$ cat src/rtl/core/tcw_pkg.sv
`timescale 1ns / 1ps
`default_nettype none
// ----------------------------------------------------------------------------
// Text console writer package
// Command codes, register indexes, character codes and shared types.
// ----------------------------------------------------------------------------
package tcw_pkg;

  localparam int COL_W     = 7;
  localparam int ROW_W     = 6;
  localparam int CHAR_W    = 8;
  localparam int ATTR_W    = 8;
  localparam int CELL_W    = CHAR_W + ATTR_W;
  localparam int CFG_IDX_W = 1;

  localparam logic [CHAR_W-1:0] CH_BACKSPACE = 8'h08;
  localparam logic [CHAR_W-1:0] CH_NEWLINE   = 8'h0A;
  localparam logic [CHAR_W-1:0] CH_ERROR     = 8'h45;
  localparam logic [CHAR_W-1:0] CH_SPACE     = 8'h20;

  localparam logic [ATTR_W-1:0] DEFAULT_ATTR_RST = 8'd15;
  localparam logic [ATTR_W-1:0] ERROR_ATTR_RST   = 8'd244;

  typedef enum logic [1:0] {
    CMD_PUT       = 2'd0,
    CMD_BACKSPACE = 2'd1,
    CMD_CLEAR     = 2'd2,
    CMD_READ      = 2'd3
  } tcw_cmd_e;

  typedef enum logic [CFG_IDX_W-1:0] {
    CFG_DEFAULT_ATTR = 1'd0,
    CFG_ERROR_ATTR   = 1'd1
  } tcw_cfg_idx_e;

  typedef struct packed {
    logic [ATTR_W-1:0] default_attr;
    logic [ATTR_W-1:0] error_attr;
  } tcw_cfg_t;

  typedef struct packed {
    logic we;
    logic re;
  } tcw_mem_en_t;

endpackage
`default_nettype wire

$ cat src/rtl/core/tcw_ctrl.sv
`timescale 1ns / 1ps
`default_nettype none
// ----------------------------------------------------------------------------
// Text console controller
// Command decode, cursor, row copy and fill sweeps over the screen memory.
// ----------------------------------------------------------------------------
module tcw_ctrl
  import tcw_pkg::*;
#(
  parameter int COLS = 80,
  parameter int ROWS = 25,
  localparam int CW = $clog2(COLS),
  localparam int RW = $clog2(ROWS),
  localparam int AW = CW + RW
) (
  input  wire logic              clk_i,
  input  wire logic              rst_ni,
  input  wire tcw_cfg_t          cfg_i,
  input  wire logic              start_i,
  output logic                   busy_o,
  input  wire logic [1:0]        command_i,
  input  wire logic [CHAR_W-1:0] char_code_i,
  input  wire logic [ATTR_W-1:0] attribute_i,
  input  wire logic              use_position_i,
  input  wire logic [COL_W-1:0]  column_i,
  input  wire logic [ROW_W-1:0]  row_index_i,
  output logic                   done_o,
  output logic      [COL_W-1:0]  cursor_column_o,
  output logic      [ROW_W-1:0]  cursor_row_o,
  output logic      [CHAR_W-1:0] cell_char_o,
  output logic      [ATTR_W-1:0] cell_attr_o,
  output logic                   scrolled_o,
  output logic                   error_o,
  output tcw_mem_en_t            mem_en_o,
  output logic      [AW-1:0]     mem_waddr_o,
  output logic      [CELL_W-1:0] mem_wdata_o,
  output logic      [AW-1:0]     mem_raddr_o,
  input  wire logic [CELL_W-1:0] mem_rdata_i
);

  localparam int RXW = RW + 1;
  localparam logic [COL_W:0]  COLS_X   = (COL_W + 1)'(COLS);
  localparam logic [ROW_W:0]  ROWS_X   = (ROW_W + 1)'(ROWS);
  localparam logic [CW-1:0]   COL_LAST = CW'(COLS - 1);
  localparam logic [RW-1:0]   ROW_LAST = RW'(ROWS - 1);
  localparam logic [RXW-1:0]  ROWS_RX  = RXW'(ROWS);

  typedef enum logic [3:0] {
    ST_IDLE = 4'b0001,
    ST_READ = 4'b0010,
    ST_COPY = 4'b0100,
    ST_FILL = 4'b1000
  } tcw_state_e;

  tcw_state_e        state_q, state_d;
  logic [RW-1:0]     sr_q, sr_d;
  logic [CW-1:0]     sc_q, sc_d;
  logic              rd_done_q, rd_done_d;
  logic              wv_q, wv_d;
  logic [AW-1:0]     wa_q, wa_d;
  logic [CELL_W-1:0] fill_q, fill_d;
  logic              pend_q, pend_d;
  logic [CW-1:0]     cur_col_q, cur_col_d;
  logic [RW-1:0]     cur_row_q, cur_row_d;
  logic              done_q, done_d;
  logic [CHAR_W-1:0] char_q, char_d;
  logic [ATTR_W-1:0] attr_q, attr_d;
  logic              scrolled_q, scrolled_d;
  logic              error_q, error_d;

  logic              accept;
  logic              on_screen;
  logic [ATTR_W-1:0] attr_eff;
  logic [CW-1:0]     pcol, ncol, sc_next;
  logic [RW-1:0]     prow, sr_next;
  logic [RXW-1:0]    nrow_x;
  logic              scroll_w;
  logic              sweep_last;
  logic [CW-1:0]     in_col;
  logic [RW-1:0]     in_row;

  assign accept    = start_i && (state_q == ST_IDLE);
  assign busy_o    = (state_q != ST_IDLE);
  assign on_screen = ({1'b0, column_i} < COLS_X) && ({1'b0, row_index_i} < ROWS_X);
  assign attr_eff  = (attribute_i == '0) ? cfg_i.default_attr : attribute_i;
  assign in_col    = column_i[CW-1:0];
  assign in_row    = row_index_i[RW-1:0];
  assign pcol      = use_position_i ? in_col : cur_col_q;
  assign prow      = use_position_i ? in_row : cur_row_q;

  always_comb begin
    ncol   = pcol;
    nrow_x = RXW'(prow);
    if (char_code_i == CH_NEWLINE) begin
      ncol   = '0;
      nrow_x = RXW'(prow) + RXW'(1);
    end else if (char_code_i != CH_BACKSPACE) begin
      if (pcol == COL_LAST) begin
        ncol   = '0;
        nrow_x = RXW'(prow) + RXW'(1);
      end else begin
        ncol = pcol + CW'(1);
      end
    end
  end

  assign scroll_w = (nrow_x == ROWS_RX);

  assign sweep_last = (sr_q == ROW_LAST) && (sc_q == COL_LAST);
  assign sc_next    = (sc_q == COL_LAST) ? '0 : sc_q + CW'(1);
  assign sr_next    = (sc_q == COL_LAST) ? sr_q + RW'(1) : sr_q;

  always_comb begin
    state_d     = state_q;
    sr_d        = sr_q;
    sc_d        = sc_q;
    rd_done_d   = rd_done_q;
    wv_d        = 1'b0;
    wa_d        = wa_q;
    fill_d      = fill_q;
    pend_d      = pend_q;
    cur_col_d   = cur_col_q;
    cur_row_d   = cur_row_q;
    done_d      = 1'b0;
    char_d      = char_q;
    attr_d      = attr_q;
    scrolled_d  = scrolled_q;
    error_d     = error_q;
    mem_en_o    = '0;
    mem_waddr_o = '0;
    mem_wdata_o = '0;
    mem_raddr_o = '0;

    unique case (state_q)
      ST_IDLE: begin
        if (accept) begin
          char_d     = '0;
          attr_d     = '0;
          scrolled_d = 1'b0;
          error_d    = 1'b0;
          unique case (tcw_cmd_e'(command_i))
            CMD_PUT: begin
              if (use_position_i && !on_screen) begin
                mem_en_o.we = 1'b1;
                mem_waddr_o = {ROW_LAST, COL_LAST};
                mem_wdata_o = {cfg_i.error_attr, CH_ERROR};
                error_d     = 1'b1;
                done_d      = 1'b1;
              end else begin
                mem_en_o.we = (char_code_i != CH_NEWLINE);
                mem_waddr_o = {prow, pcol};
                mem_wdata_o = {attr_eff,
                               (char_code_i == CH_BACKSPACE) ? CH_SPACE : char_code_i};
                cur_col_d   = ncol;
                if (scroll_w) begin
                  cur_row_d  = ROW_LAST;
                  scrolled_d = 1'b1;
                  pend_d     = 1'b1;
                  fill_d     = '0;
                  sr_d       = RW'(1);
                  sc_d       = '0;
                  rd_done_d  = 1'b0;
                  state_d    = ST_COPY;
                end else begin
                  cur_row_d = nrow_x[RW-1:0];
                  done_d    = 1'b1;
                end
              end
            end
            CMD_BACKSPACE: begin
              if (cur_col_q != '0) begin
                cur_col_d = cur_col_q - CW'(1);
              end else if (cur_row_q != '0) begin
                cur_col_d = COL_LAST;
                cur_row_d = cur_row_q - RW'(1);
              end
              mem_en_o.we = 1'b1;
              mem_waddr_o = {cur_row_d, cur_col_d};
              mem_wdata_o = {cfg_i.default_attr, CH_SPACE};
              done_d      = 1'b1;
            end
            CMD_CLEAR: begin
              cur_col_d = '0;
              cur_row_d = '0;
              fill_d    = {cfg_i.default_attr, CH_SPACE};
              sr_d      = '0;
              sc_d      = '0;
              pend_d    = 1'b1;
              state_d   = ST_FILL;
            end
            CMD_READ: begin
              if (on_screen) begin
                mem_en_o.re = 1'b1;
                mem_raddr_o = {in_row, in_col};
                state_d     = ST_READ;
              end else begin
                error_d = 1'b1;
                done_d  = 1'b1;
              end
            end
            default: begin
              done_d = 1'b1;
            end
          endcase
        end
      end
      ST_READ: begin
        char_d  = mem_rdata_i[CHAR_W-1:0];
        attr_d  = mem_rdata_i[CELL_W-1:CHAR_W];
        done_d  = 1'b1;
        state_d = ST_IDLE;
      end
      ST_COPY: begin
        mem_en_o.re = !rd_done_q;
        mem_raddr_o = {sr_q, sc_q};
        mem_en_o.we = wv_q;
        mem_waddr_o = wa_q;
        mem_wdata_o = mem_rdata_i;
        wv_d        = !rd_done_q;
        wa_d        = {sr_q - RW'(1), sc_q};
        if (!rd_done_q) begin
          sr_d = sr_next;
          sc_d = sc_next;
          if (sweep_last) begin
            rd_done_d = 1'b1;
          end
        end else if (wv_q) begin
          sr_d    = ROW_LAST;
          sc_d    = '0;
          state_d = ST_FILL;
        end
      end
      ST_FILL: begin
        mem_en_o.we = 1'b1;
        mem_waddr_o = {sr_q, sc_q};
        mem_wdata_o = fill_q;
        if (sweep_last) begin
          done_d  = pend_q;
          pend_d  = 1'b0;
          state_d = ST_IDLE;
        end else begin
          sr_d = sr_next;
          sc_d = sc_next;
        end
      end
      default: begin
        state_d = ST_IDLE;
      end
    endcase
  end

  always_ff @(posedge clk_i or negedge rst_ni) begin
    if (!rst_ni) begin
      state_q    <= ST_FILL;
      sr_q       <= '0;
      sc_q       <= '0;
      rd_done_q  <= 1'b0;
      wv_q       <= 1'b0;
      wa_q       <= '0;
      fill_q     <= '0;
      pend_q     <= 1'b0;
      cur_col_q  <= '0;
      cur_row_q  <= '0;
      done_q     <= 1'b0;
      scrolled_q <= 1'b0;
      error_q    <= 1'b0;
    end else begin
      state_q    <= state_d;
      sr_q       <= sr_d;
      sc_q       <= sc_d;
      rd_done_q  <= rd_done_d;
      wv_q       <= wv_d;
      wa_q       <= wa_d;
      fill_q     <= fill_d;
      pend_q     <= pend_d;
      cur_col_q  <= cur_col_d;
      cur_row_q  <= cur_row_d;
      done_q     <= done_d;
      scrolled_q <= scrolled_d;
      error_q    <= error_d;
    end
  end

  always_ff @(posedge clk_i) begin
    char_q <= char_d;
    attr_q <= attr_d;
  end

  assign done_o          = done_q;
  assign cursor_column_o = COL_W'(cur_col_q);
  assign cursor_row_o    = ROW_W'(cur_row_q);
  assign cell_char_o     = char_q;
  assign cell_attr_o     = attr_q;
  assign scrolled_o      = scrolled_q;
  assign error_o         = error_q;

`ifndef SYNTH
  a_no_rw_clash: assert property (@(posedge clk_i) disable iff (!rst_ni)
    (mem_en_o.we && mem_en_o.re) |-> (mem_waddr_o != mem_raddr_o))
    else $error("read and write of the same cell in one cycle");

  a_cursor_range: assert property (@(posedge clk_i) disable iff (!rst_ni)
    (RXW'(cur_row_q) < ROWS_RX) && ((CW + 1)'(cur_col_q) < (CW + 1)'(COLS)))
    else $error("cursor off screen");

  a_scroll_row: assert property (@(posedge clk_i) disable iff (!rst_ni)
    (done_q && scrolled_q) |-> (cur_row_q == ROW_LAST))
    else $error("scroll left cursor off the last row");

  a_clear_fill: assert property (@(posedge clk_i) disable iff (!rst_ni)
    (accept && (command_i == CMD_CLEAR)) |=> (state_q == ST_FILL))
    else $error("clear did not start a fill sweep");

  a_pend_busy: assert property (@(posedge clk_i) disable iff (!rst_ni)
    (pend_q && (state_q == ST_IDLE)) |-> 1'b0)
    else $error("result left pending while idle");
`endif

endmodule
`default_nettype wire

$ cat config.mk
export PLATFORM = sky130hd
export DESIGN_NAME = tcw_ctrl
export DESIGN_NICKNAME = d
export VERILOG_FILES = /design/src/rtl/core/tcw_pkg.sv /design/src/rtl/core/tcw_ctrl.sv
export SDC_FILE = /design/constraint.sdc
export NUM_CORES = 1
export LEC_CHECK = 0
export ABC_CLOCK_PERIOD_IN_PS = 6550
export BUFFER_PORTS_ARGS = -buffer_cell sky130_fd_sc_hd__buf_2
export CELL_PAD_IN_SITES_DETAIL_PLACEMENT = 0
export CELL_PAD_IN_SITES_GLOBAL_PLACEMENT = 2
export CORE_UTILIZATION = 30
export CTS_BUF_LIST = sky130_fd_sc_hd__clkbuf_2 sky130_fd_sc_hd__clkbuf_4 sky130_fd_sc_hd__clkbuf_8
export DETAILED_ROUTE_END_ITERATION = 10
export PLACE_DENSITY_LB_ADDON = 0.1
export SETUP_SLACK_MARGIN = 0.1
export SYNTH_ARGS = -nofsm -noshare
export SYNTH_HDL_FRONTEND = slang
export SYNTH_SLANG_ARGS = --single-unit
export TNS_END_PERCENT = 50
$ cat constraint.sdc
create_clock -name clk_i -period 6.55 [get_ports clk_i]
set_clock_uncertainty 0.1 [all_clocks]
set_input_delay 1.31 -clock clk_i [delete_from_list [all_inputs] [get_ports clk_i]]
set_output_delay 1.31 -clock clk_i [all_outputs]
set_load 0.01 [all_outputs]
* Word level (Yosys, flattened, before mapping)
Index checks and enable logic that the tools add are counted.
** Cells by class
- $add $sub $neg :: 7
- Mux-type cells :: 97
- Magnitude comparators :: 2
- Reduce and logical (&&, ||, !) cells :: 24
- Equality and inequality tests :: 32
** Operator list (number)
- 2-to-1 mux 7 bit :: 14
- 2-to-1 mux 16 bit :: 4
- case mux 16 bit (2 select lines) :: 2
- 2-to-1 mux 12 bit :: 5
- 2-to-1 mux 5 bit :: 12
- case mux 12 bit (2 select lines) :: 2
- case mux 16 bit (3 select lines) :: 1
- case mux 7 bit (3 select lines) :: 2
- case mux 12 bit (3 select lines) :: 1
- case mux 8 bit (2 select lines) :: 2
- case mux 5 bit (3 select lines) :: 2
- 2-to-1 mux 4 bit :: 7
- 2-to-1 mux 8 bit :: 3
- case mux 4 bit (3 select lines) :: 2
- 2-to-1 mux 1 bit :: 23
- 2-to-1 mux 6 bit :: 3
- inequality test 2 bit (second input constant) :: 9
- equality test 8 x 4 -> 1 bit (second input constant) :: 2
- inequality test 8 x 4 -> 1 bit (second input constant) :: 2
- adder 7 x 1 -> 7 bit (second input constant) :: 2
- equality test 7 bit (second input constant) :: 2
- case mux 7 bit (2 select lines) :: 1
- inequality test 3 bit (second input constant) :: 4
- case mux 1 bit (2 select lines) :: 6
- 34 further kinds :: 49
** Word-level totals
- Word-level logic and storage cells :: 177
- Output and inout port bits :: 75
- Bits in registers :: 78

* Depth between registers and ports, before layout
- Word-level depth :: 11
- Mapped depth :: 13
- Mapped depth without buffers :: 10

* Worst setup path before layout
Ideal clock, no wire load.
- Kind :: input-to-output
- Start point :: input port use_position_i
- End point :: output port mem_wdata_o[10]
- Arrival :: 3153 ps
- Required time :: 5140 ps
- Path buffers :: 5
- Slack :: 1987 ps
- Cell stages on the path :: 11
- Cells stage by stage :: buf_2 -> buf_2 -> buf_2 -> o211ai_1 -> o211ai_1 -> clkbuf_1 -> clkbuf_1 -> nand2_1 -> nand2_1 -> a22oi_1 -> o21ai_0
** On the way
- Word-level cells in the longest chain between the ends :: 5
** RTL lines
- from (decl) :: RTL line tcw_ctrl.sv:24 : input wire logic use_position_i,
- logical AND 1 bit :: RTL line tcw_ctrl.sv:143 : if (use_position_i && !on_screen) begin
- 2-to-1 mux 16 bit :: RTL line tcw_ctrl.sv:143
- case mux 16 bit (2 select lines) :: RTL line tcw_ctrl.sv:141 : unique case (tcw_cmd_e'(command_i))
- 2-to-1 mux 16 bit :: RTL line tcw_ctrl.sv:136 : if (accept) begin
- case mux 16 bit (3 select lines) :: RTL line tcw_ctrl.sv:134 : unique case (state_q)
- to (decl) :: RTL line tcw_ctrl.sv:36 : output logic [CELL_W-1:0] mem_wdata_o,
No other way between the ends.

* Worst setup path in the final report
- Start point :: input port use_position_i
- End point :: output port mem_wdata_o[12]
The elaborated chain is that of the path after synthesis.

==> reports/qor.json <==
{
  "run_status": "completed",
  "routabilityCongestion": 0.885,
  "worst_hold_startpoint": "wa_q[2]",
  "floorplan.io_pins": 142,
  "share_comb_of_total_power_pct": 39.8,
  "netlist_instances": 641,
  "max_slew.worst_pin.slew_ns": 0.947,
  "cp_common_cell": "buf_2",
  "finalNetCount": 842,
  "final.fill_count": 1852,
  "global_route_usage_over_all_layers_pct": 22.7,
  "crit_type": "input pin to output port",
  "cpLargestDelayFamily": "compound AO/OA/AOI/OAI gates",
  "clk-insertion-delay-late_ns": 0.38,
  "std_cell_rows": 48,
  "cts_num_sinks": 71,
  "storage_cell_area_um2": 1860,
  "maxSlewHeadroom_pct": 36.7,
  "seq_area_frac_synth_pct": 35.3,
  "crit_arrival_ns": 3.36,
  "port-buffer-count": 140,
  "power.share.sequential_pct": 36.0,
  "detailedRoute.firstIterationViolations": 462,
  "static_leakage_power_nw": 2.90,
  "synth_area_um2": 5260,
  "post-synth-top-count-cell": "nand2_1",
  "p_switching_mw": 0.781,
  "postSynth.topFlopCell": "dfrtp_1",
  "count_of_flip_flops_with_a_built_in_enable_after_synthesis": 16,
  "wirelength_um": 20400,
  "path_buf_inv": 2,
  "die_outline_area_um2": 18100,
  "viasPerCell": 5.53,
  "clock-root-buffer": "clkbuf_8",
  "critPathLaunch": "use_position_i",
  "via_count": 5489,
  "power.density_nw_per_um2": 296,
  "tritoncts": "done",
  "maxSlewViolCount": 0,
  "initial_antenna_violation_count": 0,
  "drt-pass1-iter-count": 4,
  "synthesis.area_per_instance_um2": 8.20,
  "dpl-instance-area_um2": 6170,
  "die_height_um": 134,
  "cp_cell_sequence": "buf_2, nand3_1, o211a_1, a31o_2, a22oi_1, o21ai_0, buf_2",
  "synth.area.top_cells": "dfrtp_1 (26%), edfxtp_1 (9.1%), nand2_1 (7.9%)",
  "worst_path_largest_cell_delay_ns": 0.49,
  "worst_setup_hold_path_clk_slew_ns": 0.09,
  "max-clock-path-buffers": 2,
  "critical_path_required_ns": 5.14,
  "final_area_um2": 6420,
  "detailedPlacementHpwl_um": 15400,
  "holdWs_ns": 0.383,
  "timing.final.crit_period_ns": 4.77,
  "max_cap_violations": 0,
  "antenna_violating_nets_post_route": 0,
  "ys.warnings.count": 0,
  "die_x_um": 134,
  "cts-resized-gates": 0,
  "r2r_start": "state_q[0]",
  "timing.critical_path.from_type": "input pin",
  "fmax_mhz": 210,
  "critPathSlowestCell": "buf_2",
  "initial_utilization_pct": 30.5,
  "grt-ovfl-total": 0,
  "final_min_period_over_clock_period_pct": 72.8,
  "ctsHtreeMaxLevel": 3,
  "switching_share_pct": 41.0,
  "worst-path-max-fanout": 36,
  "synth.ff_latch_count": 71,
  "area_of_the_multi_input_gates_um2": 3120,
  "grt_start_max_net_pins": 56,
  "sort_of_element_at_the_end_of_the_critical_path": "output port",
  "core_um2": 17200,
  "hold_violations": 0,
  "synth_top_cells_by_count": "nand2_1 (111), o21ai_0 (58), dfrtp_1 (54)",
  "first_pass_grt_wire_length_um": 30900,
  "timing.setup.tns_ns": 0,
  "total_cts_buffers": 9,
  "yosys.area.top_type": "dfrtp_1",
  "async_reset_ff_share_pct": 77.5,
  "power.clock.fraction_pct": 24.2,
  "wire_per_inst_um": 20.5,
  "route.detailed.drc": 0,
  "synth_cell_type_count": 76,
  "first_global_vias": 5213,
  "final_layout_size_suffix_gt1_share_pct": 25.3,
  "finalSetupViolCount": 0,
  "synth_largest_type_area_fraction_pct": 25.7,
  "setup_repair_after_global_routing_missed_its_margin": "false",
  "cts_hold_buffers": 0,
  "ir_worst_vdd_mv": 0.158,
  "synth_fp_nets": 721,
  "antennaDiodeCount": 0,
  "post_cts.repair.setup_buffers": 0,
  "cellInternalPower_mw": 1.12,
  "timing.hold.worst.class": "flop to flop",
  "area_growth_syn_to_layout_pct": 22.2
}
[worst reg2reg max path: stages (launching register included)]
cell and delay, ns:
dfrtp_1 0.52, nor4b_2 0.65, nand2_1 0.75, a211o_1 0.73, a31o_2 0.32, a22oi_1 0.19, a21oi_1 0.06
[layer usage]
metal	track usage, %	up-vias	part of all wire (%)
met5	0	-	0
met4	5.74	0	1.0
met3	3.74	15	5.8
met2	36.8	198	46
met1	31.2	2709	47
li1	-	2567	-
[power groups by stage]
stage | sequential (mW) | clock, mW | combinational [mW]
finish | 0.686 | 0.461 | 0.757
global route | 0.701 | 0.487 | 0.835
CTS | 0.688 | 0.469 | 0.759
detailed placement | 0.696 | 0 | 0.753
global placement | 0.694 | 0 | 0.753
floorplan | 0.664 | 0 | 0.482
[path summary, 6_finish.rpt]
path                                      end  slack [ns]  cells past startpoint
max                           mem_wdata_o[12]        1.78                      7
min                                   wa_q[2]        0.38                      2
max reg2reg                cursor_column_o[3]        3.09                      6
min reg2reg                           wa_q[2]        0.38                      2
max in group asynchronous  cursor_column_o[3]        4.82                      2
min in group asynchronous          state_q[2]        0.97                      2
[cells by family after synthesis]
family / share of synthesized area (%)
compound gates: 25.7
xor+xnor: 2.33
fa+ha+maj: 3.09
buf+inv: 5.64
flops: 35.3
mux: 4.50
other cells: 0.0713
simple gates: 23.3
[metrics by stage]
stage / total power [mW] / util (%) / std cells / setup WS, ns
2_1_floorplan: 1.15 / - / 641 / 1.99
3_3_place_gp: 1.45 / 35.8 / 976 / 1.75
3_5_place_dp: 1.45 / 35.8 / 976 / 1.73
4_1_cts: 1.92 / 37.3 / 992 / 1.80
5_1_grt: 2.02 / 37.3 / 992 / 1.58
6_report: 1.90 / 37.3 / 992 / 1.78
[flip-flops by register name, indices dropped and copies added, names as in the netlist]
name	count
cell_char_o	8
wa_q	12
error_o	1
state_q	4
sr_q	5
pend_q	1
done_o	1
sc_q	7
wv_q	1
cell_attr_o	8
fill_q	9
cur_row_q	5
cursor_column_o	7
scrolled_o	1
rd_done_q	1
[placed cells by master (no fill, tap or decap), types with 4 or more instances in the layout]
cell type and count:
nor2b_1 4, nand2_1 111, a31oi_1 6, a22o_1 5, nand2b_1 6, a21oi_1 33
a21boi_0 4, dfrtp_1 54, buf_2 140, nor4_1 6, xnor2_1 11, a222oi_1 5
nor3b_1 4, nand4_1 4, a21o_1 5, nor2_1 21, nand3_1 19, o21ai_1 5
o22ai_1 6, ha_1 13, mux2_2 4, nor3_1 14, clkbuf_8 11, or3b_2 4
o21ai_0 58, a221o_1 5, and3_1 4, and2_1 19, a211oi_1 8, mux2i_1 18
o211ai_1 8, o21a_1 5, a2bb2oi_1 4, a22oi_1 19, buf_4 11, inv_1 33
edfxtp_1 16
[layout make-up]
| type | count | area share (%) |
|---|---|---|
| clock buffers | 11 | 2.36 |
| multi-input cells | 496 | 48.6 |
| inverters | 33 | 1.93 |
| flip-flops and latches | 71 | 28.9 |
| well taps | 225 | 4.38 |
| repair buffers | 151 | 12.2 |
| clock inverters | 5 | 1.62 |
No activity file was read; power rests on OpenSTA's default activity.
